===== src/hw/rtl/gcs_pkg.sv =====
// shared types, constants and exp tables for the gaussian curve sampler
`default_nettype none
package gcs_pkg;

   localparam int unsigned DATA_W  = 16;
   localparam int unsigned NUM_W   = 7;
   localparam int unsigned IDX_W   = 6;
   localparam int unsigned CSR_IDX_W = 3;
   localparam int unsigned PT_W    = 25;   // positions never wrap
   localparam int unsigned AD_W    = 25;
   localparam int unsigned SQ_W    = 2 * AD_W;
   localparam int unsigned REM_W   = 29;   // ad^2 below 4096*2*variance
   localparam int unsigned TV_W    = 17;
   localparam int unsigned E_W     = 12;
   localparam int unsigned DIV_STAGES = 4;
   localparam int unsigned BITS_PER_STAGE = 3;

   localparam logic [CSR_IDX_W-1:0] REG_VARIANCE    = 3'd0;
   localparam logic [CSR_IDX_W-1:0] REG_NUM_POINTS  = 3'd1;
   localparam logic [CSR_IDX_W-1:0] REG_RANGE_MIN   = 3'd2;
   localparam logic [CSR_IDX_W-1:0] REG_RANGE_MAX   = 3'd3;
   localparam logic [CSR_IDX_W-1:0] REG_PEAK_HEIGHT = 3'd4;

   typedef enum logic [1:0] {
      ST_IDLE,
      ST_DIV,
      ST_EMIT,
      ST_DRAIN
   } state_type;

   typedef struct packed {
      logic [IDX_W-1:0] idx;
      logic             last;
   } tag_type;

   // round(65536*exp(-k))
   function automatic logic [16:0] exp_int(input logic [3:0] k);
      logic [16:0] r;
      case (k)
         4'd0:    r = 17'd65536;
         4'd1:    r = 17'd24109;
         4'd2:    r = 17'd8869;
         4'd3:    r = 17'd3263;
         4'd4:    r = 17'd1200;
         4'd5:    r = 17'd442;
         4'd6:    r = 17'd162;
         4'd7:    r = 17'd60;
         4'd8:    r = 17'd22;
         4'd9:    r = 17'd8;
         4'd10:   r = 17'd3;
         4'd11:   r = 17'd1;
         default: r = 17'd0;
      endcase
      return r;
   endfunction

   // round(65536*exp(-h/16))
   function automatic logic [16:0] exp_hi(input logic [3:0] h);
      logic [16:0] r;
      case (h)
         4'd0:    r = 17'd65536;
         4'd1:    r = 17'd61565;
         4'd2:    r = 17'd57835;
         4'd3:    r = 17'd54331;
         4'd4:    r = 17'd51039;
         4'd5:    r = 17'd47947;
         4'd6:    r = 17'd45042;
         4'd7:    r = 17'd42313;
         4'd8:    r = 17'd39750;
         4'd9:    r = 17'd37341;
         4'd10:   r = 17'd35079;
         4'd11:   r = 17'd32954;
         4'd12:   r = 17'd30957;
         4'd13:   r = 17'd29081;
         4'd14:   r = 17'd27319;
         default: r = 17'd25664;
      endcase
      return r;
   endfunction

   // round(65536*exp(-l/256))
   function automatic logic [16:0] exp_lo(input logic [3:0] l);
      logic [16:0] r;
      case (l)
         4'd0:    r = 17'd65536;
         4'd1:    r = 17'd65280;
         4'd2:    r = 17'd65026;
         4'd3:    r = 17'd64772;
         4'd4:    r = 17'd64520;
         4'd5:    r = 17'd64268;
         4'd6:    r = 17'd64018;
         4'd7:    r = 17'd63768;
         4'd8:    r = 17'd63520;
         4'd9:    r = 17'd63272;
         4'd10:   r = 17'd63025;
         4'd11:   r = 17'd62780;
         4'd12:   r = 17'd62535;
         4'd13:   r = 17'd62291;
         4'd14:   r = 17'd62048;
         default: r = 17'd61806;
      endcase
      return r;
   endfunction

endpackage
`default_nettype wire


===== src/hw/rtl/gaussian_curve_sampler.sv =====
// gaussian curve sampler top level: step divider, point sequencer and value pipeline
`default_nettype none
// A beat on req_mean (start high while busy is low) produces num_points results, one per
// cycle, on rsp_value / rsp_point_index / rsp_last, strobed by rsp_valid; the receiver cannot
// stall. After the beat a one-bit-per-cycle divider works out the point step, then points
// enter the value pipeline every cycle, and busy stays high until the curve's last
// result has gone out. num_points of zero emits nothing; values above MAX_POINTS are
// clamped. Configuration registers may only be written while busy is low.
module gaussian_curve_sampler
   import gcs_pkg::*;
#(
   parameter int unsigned MAX_POINTS = 64
) (
   input  wire logic                 clock,
   input  wire logic                 reset,
   input  wire logic                 start,
   output logic                      busy,
   input  wire logic signed [15:0]   req_mean,
   output logic                      rsp_valid,
   output logic [15:0]               rsp_value,
   output logic [5:0]                rsp_point_index,
   output logic                      rsp_last,
   input  wire logic                 csr_valid,
   output logic                      csr_ready,
   input  wire logic [CSR_IDX_W-1:0] csr_index,
   input  wire logic [15:0]          csr_wdata
);

   localparam logic [NUM_W-1:0] MAX_N = NUM_W'(MAX_POINTS);

   // configuration
   logic [15:0]        variance_ff, peak_height_ff;
   logic [NUM_W-1:0]   num_points_ff;
   logic signed [15:0] range_min_ff, range_max_ff;

   assign csr_ready = 1'b1;

   always_ff @(posedge clock) begin
      if (reset) begin
         variance_ff    <= 16'd5120;
         num_points_ff  <= 7'd64;
         range_min_ff   <= 16'sd0;
         range_max_ff   <= 16'sd32512;
         peak_height_ff <= 16'd32512;
      end else if (csr_valid && csr_ready) begin
         case (csr_index)
            REG_VARIANCE:    variance_ff    <= csr_wdata;
            REG_NUM_POINTS:  num_points_ff  <= csr_wdata[NUM_W-1:0];
            REG_RANGE_MIN:   range_min_ff   <= csr_wdata;
            REG_RANGE_MAX:   range_max_ff   <= csr_wdata;
            REG_PEAK_HEIGHT: peak_height_ff <= csr_wdata;
            default: ;
         endcase
      end
   end

   logic [TV_W-1:0] twovar;
   assign twovar = (variance_ff == 16'd0) ? TV_W'(2) : {variance_ff, 1'b0};

   // sequencer
   state_type state_ff, state_in;
   logic [NUM_W-1:0] n_eff;
   logic signed [16:0] diff;
   logic [15:0] mag;

   logic signed [15:0] mean_ff, mean_in;
   logic [NUM_W-1:0]   n_ff, n_in;
   logic [15:0]        dq_ff, dq_in;
   logic [NUM_W-1:0]   rem_ff, rem_in;
   logic               neg_ff, neg_in;
   logic [3:0]         cnt_ff, cnt_in;
   logic signed [16:0] step_ff, step_in;
   logic signed [PT_W-1:0] pt_ff, pt_in;
   logic [NUM_W-1:0]   idx_ff, idx_in;
   logic [NUM_W:0]     trial;
   logic               qbit;
   logic [15:0]        q_final;
   logic               s0_valid;
   logic               s0_last;
   logic               pipe_busy;

   assign n_eff = (num_points_ff > MAX_N) ? MAX_N : num_points_ff;
   assign diff  = 17'(range_max_ff) - 17'(range_min_ff);
   assign mag   = diff[16] ? 16'(-diff) : diff[15:0];
   assign trial = {rem_ff, dq_ff[15]};
   assign qbit  = (trial >= {1'b0, n_ff});
   assign q_final = {dq_ff[14:0], qbit};
   assign busy  = (state_ff != ST_IDLE);

   always_comb begin
      state_in = state_ff;
      mean_in  = mean_ff;
      n_in     = n_ff;
      dq_in    = dq_ff;
      rem_in   = rem_ff;
      neg_in   = neg_ff;
      cnt_in   = cnt_ff;
      step_in  = step_ff;
      pt_in    = pt_ff;
      idx_in   = idx_ff;
      s0_valid = 1'b0;
      s0_last  = 1'b0;
      case (state_ff)
         ST_IDLE: begin
            if (start) begin
               mean_in = req_mean;
               n_in    = n_eff;
               dq_in   = mag;
               rem_in  = '0;
               neg_in  = diff[16];
               cnt_in  = '0;
               if (n_eff != '0) begin
                  state_in = ST_DIV;
               end
            end
         end
         ST_DIV: begin
            // restoring division, one quotient bit a cycle
            rem_in = qbit ? NUM_W'(trial - {1'b0, n_ff}) : trial[NUM_W-1:0];
            dq_in  = q_final;
            cnt_in = cnt_ff + 4'd1;
            if (cnt_ff == 4'd15) begin
               step_in  = neg_ff ? -$signed({1'b0, q_final}) : $signed({1'b0, q_final});
               pt_in    = PT_W'(range_min_ff);
               idx_in   = '0;
               state_in = ST_EMIT;
            end
         end
         ST_EMIT: begin
            s0_valid = 1'b1;
            s0_last  = (idx_ff == n_ff - 7'd1);
            pt_in    = pt_ff + PT_W'(step_ff);
            idx_in   = idx_ff + 7'd1;
            if (s0_last) begin
               state_in = ST_DRAIN;
            end
         end
         ST_DRAIN: begin
            if (!pipe_busy) begin
               state_in = ST_IDLE;
            end
         end
         default: state_in = ST_IDLE;
      endcase
   end

   always_ff @(posedge clock) begin
      if (reset) begin
         state_ff <= ST_IDLE;
      end else begin
         state_ff <= state_in;
      end
   end

   always_ff @(posedge clock) begin
      mean_ff <= mean_in;
      n_ff    <= n_in;
      dq_ff   <= dq_in;
      rem_ff  <= rem_in;
      neg_ff  <= neg_in;
      cnt_ff  <= cnt_in;
      step_ff <= step_in;
      pt_ff   <= pt_in;
      idx_ff  <= idx_in;
   end

   // value pipeline
   logic                    v1_ff, v2_ff;
   tag_type                 t1_ff, t2_ff;
   logic [AD_W-1:0]         ad1_ff;
   logic [SQ_W-1:0]         sq2_ff;
   logic signed [PT_W:0]    d0;

   assign d0 = (PT_W+1)'(pt_ff) - (PT_W+1)'(mean_ff);

   always_ff @(posedge clock) begin
      if (reset) begin
         v1_ff <= 1'b0;
         v2_ff <= 1'b0;
      end else begin
         v1_ff <= s0_valid;
         v2_ff <= v1_ff;
      end
   end

   always_ff @(posedge clock) begin
      t1_ff  <= '{idx: idx_ff[IDX_W-1:0], last: s0_last};
      ad1_ff <= d0[PT_W] ? AD_W'(-d0) : AD_W'(d0);
      t2_ff  <= t1_ff;
      sq2_ff <= ad1_ff * ad1_ff;
   end

   // saturation check and the exponent divider stages; index 0 is the check stage
   logic               dv_ff  [0:DIV_STAGES];
   tag_type            dt_ff  [0:DIV_STAGES];
   logic               dsat_ff[0:DIV_STAGES];
   logic [REM_W-1:0]   drem_ff[0:DIV_STAGES];
   logic [E_W-1:0]     dq2_ff [0:DIV_STAGES];
   logic [REM_W-1:0]   lim;

   assign lim = {twovar, 12'd0};

   always_ff @(posedge clock) begin
      if (reset) begin
         dv_ff[0] <= 1'b0;
      end else begin
         dv_ff[0] <= v2_ff;
      end
   end

   always_ff @(posedge clock) begin
      dt_ff[0]   <= t2_ff;
      dsat_ff[0] <= (sq2_ff[SQ_W-1:REM_W] != '0) || (sq2_ff[REM_W-1:0] >= lim);
      drem_ff[0] <= sq2_ff[REM_W-1:0];
      dq2_ff[0]  <= '0;
   end

   for (genvar g = 0; g < DIV_STAGES; g++) begin : g_div
      logic [REM_W-1:0] r_in;
      logic [E_W-1:0]   q_in;

      always_comb begin
         logic [REM_W-1:0] cmp;
         r_in = drem_ff[g];
         q_in = dq2_ff[g];
         for (int b = 0; b < BITS_PER_STAGE; b++) begin
            cmp = REM_W'(twovar) << (E_W - 1 - BITS_PER_STAGE * g - b);
            if (r_in >= cmp) begin
               r_in = r_in - cmp;
               q_in[E_W - 1 - BITS_PER_STAGE * g - b] = 1'b1;
            end
         end
      end

      always_ff @(posedge clock) begin
         if (reset) begin
            dv_ff[g+1] <= 1'b0;
         end else begin
            dv_ff[g+1] <= dv_ff[g];
         end
      end

      always_ff @(posedge clock) begin
         dt_ff[g+1]   <= dt_ff[g];
         dsat_ff[g+1] <= dsat_ff[g];
         drem_ff[g+1] <= r_in;
         dq2_ff[g+1]  <= q_in;
      end
   end

   // exp from three tables and the height scaling
   logic             v8_ff, v9_ff;
   tag_type          t8_ff, t9_ff;
   logic             sat8_ff, sat9_ff;
   logic [3:0]       l8_ff;
   logic [16:0]      m8_ff, m9_ff;
   logic [E_W-1:0]   e7;
   logic [33:0]      p8, p9;
   logic [33:0]      p10;
   logic [17:0]      v10;

   assign e7  = dq2_ff[DIV_STAGES];
   assign p8  = exp_int(e7[11:8]) * exp_hi(e7[7:4]) + 34'd32768;
   assign p9  = m8_ff * exp_lo(l8_ff) + 34'd32768;
   assign p10 = 34'(peak_height_ff) * 34'(m9_ff) + 34'd32768;
   assign v10 = p10[33:16];

   always_ff @(posedge clock) begin
      if (reset) begin
         v8_ff     <= 1'b0;
         v9_ff     <= 1'b0;
         rsp_valid <= 1'b0;
      end else begin
         v8_ff     <= dv_ff[DIV_STAGES];
         v9_ff     <= v8_ff;
         rsp_valid <= v9_ff;
      end
   end

   always_ff @(posedge clock) begin
      t8_ff   <= dt_ff[DIV_STAGES];
      sat8_ff <= dsat_ff[DIV_STAGES];
      l8_ff   <= e7[3:0];
      m8_ff   <= p8[32:16];
      t9_ff   <= t8_ff;
      sat9_ff <= sat8_ff;
      m9_ff   <= p9[32:16];
      rsp_point_index <= t9_ff.idx;
      rsp_last        <= t9_ff.last;
      if (sat9_ff) begin
         rsp_value <= 16'd0;
      end else if (v10[17:16] != 2'd0) begin
         rsp_value <= 16'hFFFF;
      end else begin
         rsp_value <= v10[15:0];
      end
   end

   always_comb begin
      pipe_busy = v1_ff | v2_ff | v8_ff | v9_ff | rsp_valid;
      for (int s = 0; s <= DIV_STAGES; s++) begin
         pipe_busy = pipe_busy | dv_ff[s];
      end
   end

endmodule
`default_nettype wire


===== config.mk =====
export PLATFORM = sky130hd
export DESIGN_NAME = gaussian_curve_sampler
export DESIGN_NICKNAME = d
export VERILOG_FILES = /design/src/hw/rtl/gcs_pkg.sv /design/src/hw/rtl/gaussian_curve_sampler.sv
export SDC_FILE = /design/constraint.sdc
export NUM_CORES = 2
export LEC_CHECK = 0
export ABC_AREA = 1
export BUFFER_PORTS_ARGS = -buffer_cell sky130_fd_sc_hd__clkbuf_2
export CORE_AREA = 2 2 434 307
export CTS_CLUSTER_DIAMETER = 80
export DETAILED_ROUTE_END_ITERATION = 12
export DIE_AREA = 0 0 436 309
export PLACE_DENSITY = 0.74
export SLEW_MARGIN = 15
export SYNTH_ARGS = -nofsm -noshare
export SYNTH_HDL_FRONTEND = slang
export SYNTH_SLANG_ARGS = --single-unit

===== constraint.sdc =====
create_clock -name clock -period 18 [get_ports clock]
set_input_delay 0.9 -clock clock [delete_from_list [all_inputs] [get_ports clock]]
set_output_delay 0.9 -clock clock [all_outputs]
set_load 0.005 [all_outputs]

# Yosys cells after proc, flatten, opt, wreduce, memory -nomap -nowiden
# Memory sizes are Yosys's and may differ from the RTL's. A register that Yosys moved wholly into a read port is not among the register bits.
# Cells that the tools add are included.
word_totals:
  regBits: 332
  latchBits: 0
  ramBits: 250
  romBits: 768
  in_bits: 39
  output_inout_bits: 26
  elab_cells: 191
  n_memories: 8
memory_table:
  columns: ["name", "words", "word_bits", "read_ports", "rd_clocked_by_memory_dff", "wr", "line", "text"]
  rows:
  - ["(name not given)", 16, 17, 1, 0, 0, "gcs_pkg.sv:60", "case (h)"]
  - ["(name not given)", 16, 16, 1, 1, 0, "gcs_pkg.sv:84", "case (l)"]
  - ["(name not given)", 16, 15, 1, 0, 0, "gcs_pkg.sv:39", "case (k)"]
  - ["drem_ff", 5, 29, 4, 0, 5, "gaussian_curve_sampler.sv:197", "logic [REM_W-1:0] drem_ff[0:DIV_STAGES];"]
  - ["dq2_ff", 5, 12, 5, 0, 5, "gaussian_curve_sampler.sv:198", "logic [E_W-1:0] dq2_ff [0:DIV_STAGES];"]
  - ["dt_ff", 5, 7, 5, 1, 5, "gaussian_curve_sampler.sv:195", "tag_type dt_ff [0:DIV_STAGES];"]
  - ["+2 memories", null, null, null, null, null, null, null]
op_classes:
  addsub: 25
  multipliers: 4
  div: 0
  n_lt_le_gt_ge: 15
  eq_ne: 14
  shift: 0
  mux: 56
  bitwise: 14
  reduce_logical: 20
ops:
  columns: ["op", "count"]
  rows:
  - ["$mux 29", 12]
  - ["$add 33x16->33 const B", 2]
  - ["$mul 17x17->33", 2]
  - ["$mux 16", 4]
  - ["$mul 25x25->50", 1]
  - ["$mux 25", 2]
  - ["$pmux 25 s2", 1]
  - ["$add 33x16->34 const B", 1]
  - ["$mul 16x17->33", 1]
  - ["$pmux 16 s2", 1]
  - ["$ge 29x17->1", 1]
  - ["$ge 29x18->1", 1]
  - ["$ge 29x19->1", 1]
  - ["$ge 29x20->1", 1]
  - ["$ge 29x21->1", 1]
  - ["$ge 29x22->1", 1]
  - ["$ge 29x23->1", 1]
  - ["$ge 29x24->1", 1]
  - ["$ge 29x25->1", 1]
  - ["$ge 29x26->1", 1]
  - ["$ge 29x27->1", 1]
  - ["$ge 29x28->1", 1]
  - ["$ge 29x29->1", 1]
  - ["$sub 29x17->29", 1]
  - ["other kinds (49)", 107]

# Depth between registers and ports, before layout
depth:
  depth_word: 11
  mapped_depth: 55
  depth_no_buf: 51

# Least setup slack after synthesis
# No wires, ideal clock.
synth_timing:
  kind: "flip-flop to flip-flop"
  start: "register variance_ff[8]"
  end: "memory drem_ff[2][26] (netlist: drem_ff[0][84])"
  setup_time_ns: 0.109
  arrival_ns: 7.137
  path_slack_ns: 10.754
  stages_incl_launch_ff: 51
  n_path_buf: 4
  period_less_slack_ns: 7.246
  cell_sequence: "dfxtp_1 -> nor4_1 -> nand4_1 -> nand2_1 -> ha_1 -> inv_1 -> fa_1 -> nand3_1 -> nand3_1 -> nand2_1 -> nand2_1 -> nand2_1 -> nand2_1 -> nand2_1 -> nand2_1 -> buf_2 -> inv_1 -> clkbuf_1 -> [... 15 more ...] -> o21ai_0 -> ha_1 -> a21oi_1 -> nor2_1 -> nor2_1 -> o21ai_0 -> a21oi_1 -> o21ai_0 -> a31oi_1 -> nor2_1 -> nor2_1 -> nor2_1 -> nor3_1 -> nand2_1 -> nand2_1 -> nand2_1 -> nand2_1 -> inv_1"
synth_rtl:
  columns: ["item", "line", "text"]
  rows:
  - ["from (decl)", "gaussian_curve_sampler.sv:32", "logic [15:0] variance_ff, peak_height_ff;"]
  - ["from (signal assigned)", "gaussian_curve_sampler.sv:47", "REG_VARIANCE: variance_ff <= csr_wdata;"]
  - ["to (decl)", "gaussian_curve_sampler.sv:197", null]

==> qor.yml <==
status:
  outcome: "complete, no violations"
sta:
  achievable-frequency_ghz: 0.109
  finalHoldViolations: 0
  final_max_slew_viol_count: 0
  post-route-period-util_pct: 51.0
  final_hold_slack_ps: 314
  worstMarginPinSlew_ps: 1160
  slew_headroom_pct: 22.7
  setup_viol: 0
  worst_clock_skew_ps: 77.8
  finalWorstPathRequiredPeriod_ps: 9170
  setup-tns-final_ps: 0
  rsz0062_at_grt: "false"
worst_setup_path:
  cp_common_cell: "nand2_1"
  worstReg2RegEnd: "drem_ff[0][78]"
  reg2reg_from: "variance_ff[4]"
  setup.worst_path.end_class: "flip-flop"
  cp_max_fo: 32
  critical_path_class: "flip-flop to flip-flop"
  path_buf_inv: 6
  crit_family: "simple AND/OR/NAND/NOR gates"
  worst_path_max_delay_cell: "inv_1"
  setup.worst_path.start_class: "flip-flop"
  cp.depth: 48
  critPathArrivalTime_ps: 9790
  critPathMaxStageDelay_ps: 610
  r2r_worst_path_depth: 48
  cp_data_required_time_ps: 18620
  setup.reg_to_reg.worst_slack_ps: 8830
clocking:
  cts_made_buffers: 60
  holdBufCountCts: 0
  tritoncts: "yes"
  cts_max_path_buffers: 3
  postCtsSetupBuffers: 0
  clock_tree.root_cell: "clkbuf_16"
  clock_latency_ps: 690
  worst_setup_hold_path_clk_slew_ps: 70
  cts_resized: 0
  number_of_levels_in_the_clock_h_tree: 2
  clock_net_sink_count: 539
floorplan:
  row_count: 111
  ios: 65
  die_width_um: 436
  die_height_um: 309
  start_util_pct: 59.7
  fp.coreArea_um2: 130000
  design.die.area_um2: 135000
cells_and_area:
  layout.filler_cells: 11700
  summed_area_of_non_filler_cells_in_the_final_layout_um2: 81800
  final_stage_net_count: 11900
  final_cell_mix: "inv_1, nand2_1, fa_1"
  post_route_cells_drive_above_1_share_pct: 3.44
  insertedDiodeCount: 0
  area_delta_synth_final_pct: 5.12
  commonest_non_fill_non_tap_cell_in_the_layout: "inv_1"
hold_path:
  timing.hold.worst_path_depth: 0
  min_delay_worst_endpoint: "t8_ff[5]"
  hold_path_class: "flip-flop to flip-flop"
  hold_start: "dt_ff[4][5]"
global_route:
  first_global_vias: 64000
  global_route.overflow_total: 0
  grt_pass1_wl_um: 344000
  antenna_found_initial: 6
  gr-usage-all-layers_pct: 32.2
  grt_start_max_net_pins: 58
placed_design:
  placedInstanceArea_um2: 79700
  io_buffer_count: 63
  gpl.final_weighted_congestion: 0.995
  place.detailed.hpwl_um: 174000
logic_synthesis:
  async_reset_ff_share_pct: 0
  yosys.area.top_type_share_pct: 27.9
  synth.distinct_cells: 69
  avgSynthCellArea_um2: 7.78
  netlist_instances: 10000
  synth_fp_nets: 12000
  synth_ff_type: "dfxtp_1"
  synth_sequential_area_ratio_pct: 15.2
  synth_area_um2: 77800
  ys_ff_latch: 539
  post_synth_main_area_contributors: "fa_1, ha_1, dfxtp_1"
  synthDominantAreaCellType: "fa_1"
  synth-edff-count: 100
  warnings_from_yosys: 0
routing:
  count_of_antenna_violating_nets_left_after_detailed_routing: 0
  first_drt_iteration_drcs: 5727
  post_detailed_route_drc_marker_count: 0
  postRouteWirelength_um: 213000
  total_via_count_after_detailed_routing: 63800
  drt-vias-per-instance: 5.44
  first_pass_iters: 8
  wl_per_cell_um: 18.2
job:
  drv.max_cap_violation_count: 0
## cells by family after synthesis
kind of cell | share of synthesized area (%)
mux | 0.0145
compound gates | 7.99
flops | 15.2
other cells | 0.00482
fa+ha+maj | 41.9
buf+inv | 12.7
xor+xnor | 4.32
simple gates | 17.9
## stage by stage
step                      instances  worst slack, ps  utilization [%]
after global routing          11700             7850             62.8
after detailed placement      11600             9020             61.2
final                         11700             8830             62.8
after CTS                     11700             8960             62.8
after global placement        11600             9240             61.2
after floorplan               10000            10750                -
## metal layers
metal  part of all wire (%)  vias to the layer above  wire, um  GRT usage, %
li1                       -                    30400         -             -
met1                     46                    30500     97400          47.3
met2                     41                     2555     88500          47.8
met3                     10                      319     22200          7.66
met4                    2.5                        6      5230          7.48
met5                  0.022                        -        47             0
## worst reg2reg max path, delay by kind of cell, from the launching register on
family	cells	cell delay [ps]
and+or+nand+nor	30	4290
AOI/OAI and AO/OA	8	1680
adders and majority gates	4	1580
buffers and inverters	6	1250
DFF	1	320
## area by class of cell
cell class | instances | area, um2 | share of cell area [%]
inverters | 2344 | 8800 | 10.8
flip-flops and latches | 539 | 11800 | 14.4
clock inverters | 34 | 360 | 0.441
clock buffers | 78 | 1700 | 2.08
multi-input cells | 6851 | 56100 | 68.6
repair buffers | 128 | 803 | 0.982
well taps | 1751 | 2190 | 2.68
## state kept, by name, summed over array words and instances, names as in the netlist, 17 cells and up, named ones only
signal   flops
ad1_ff      25
dq2_ff      30
drem_ff    112
dt_ff       35
m8_ff       17
m9_ff       17
pt_ff       25
sq2_ff      49
step_ff     17
## worst max path at each step
stage,start,endpoint,slack (ps)
final,variance_ff[4],drem_ff[0][78],8830
after global routing,variance_ff[4],drem_ff[0][75],7850
after CTS,variance_ff[4],drem_ff[0][76],8960
after detailed placement,variance_ff[4],drem_ff[0][76],9020
after global placement,variance_ff[4],drem_ff[0][79],9240
after floorplan,variance_ff[8],drem_ff[0][84],10750
## cells in the mapped netlist, drive strengths merged, types with 3 or more instances
library cell / n
a2111oi: 3
a211oi: 13
a21boi: 15
a21o: 25
a21oi: 495
a221oi: 5
a22oi: 3
a31oi: 45
and2: 6
buf: 24
clkbuf: 244
clkinv: 14
dfxtp: 439
edfxtp: 100
fa: 1085
ha: 871
inv: 2330
nand2: 2169
nand3: 264
nand3b: 20
nand4: 98
nor2: 667
nor3: 78
nor4: 42
o2111ai: 4
o211ai: 16
o21a: 25
o21ai: 423
o21bai: 24
o221ai: 14
o22ai: 7
o31ai: 8
or2: 26
xnor2: 140
xor2: 244
Power is not shown: default switching activity piles up to over one toggle a cycle in this logic, so the estimate is an artifact.
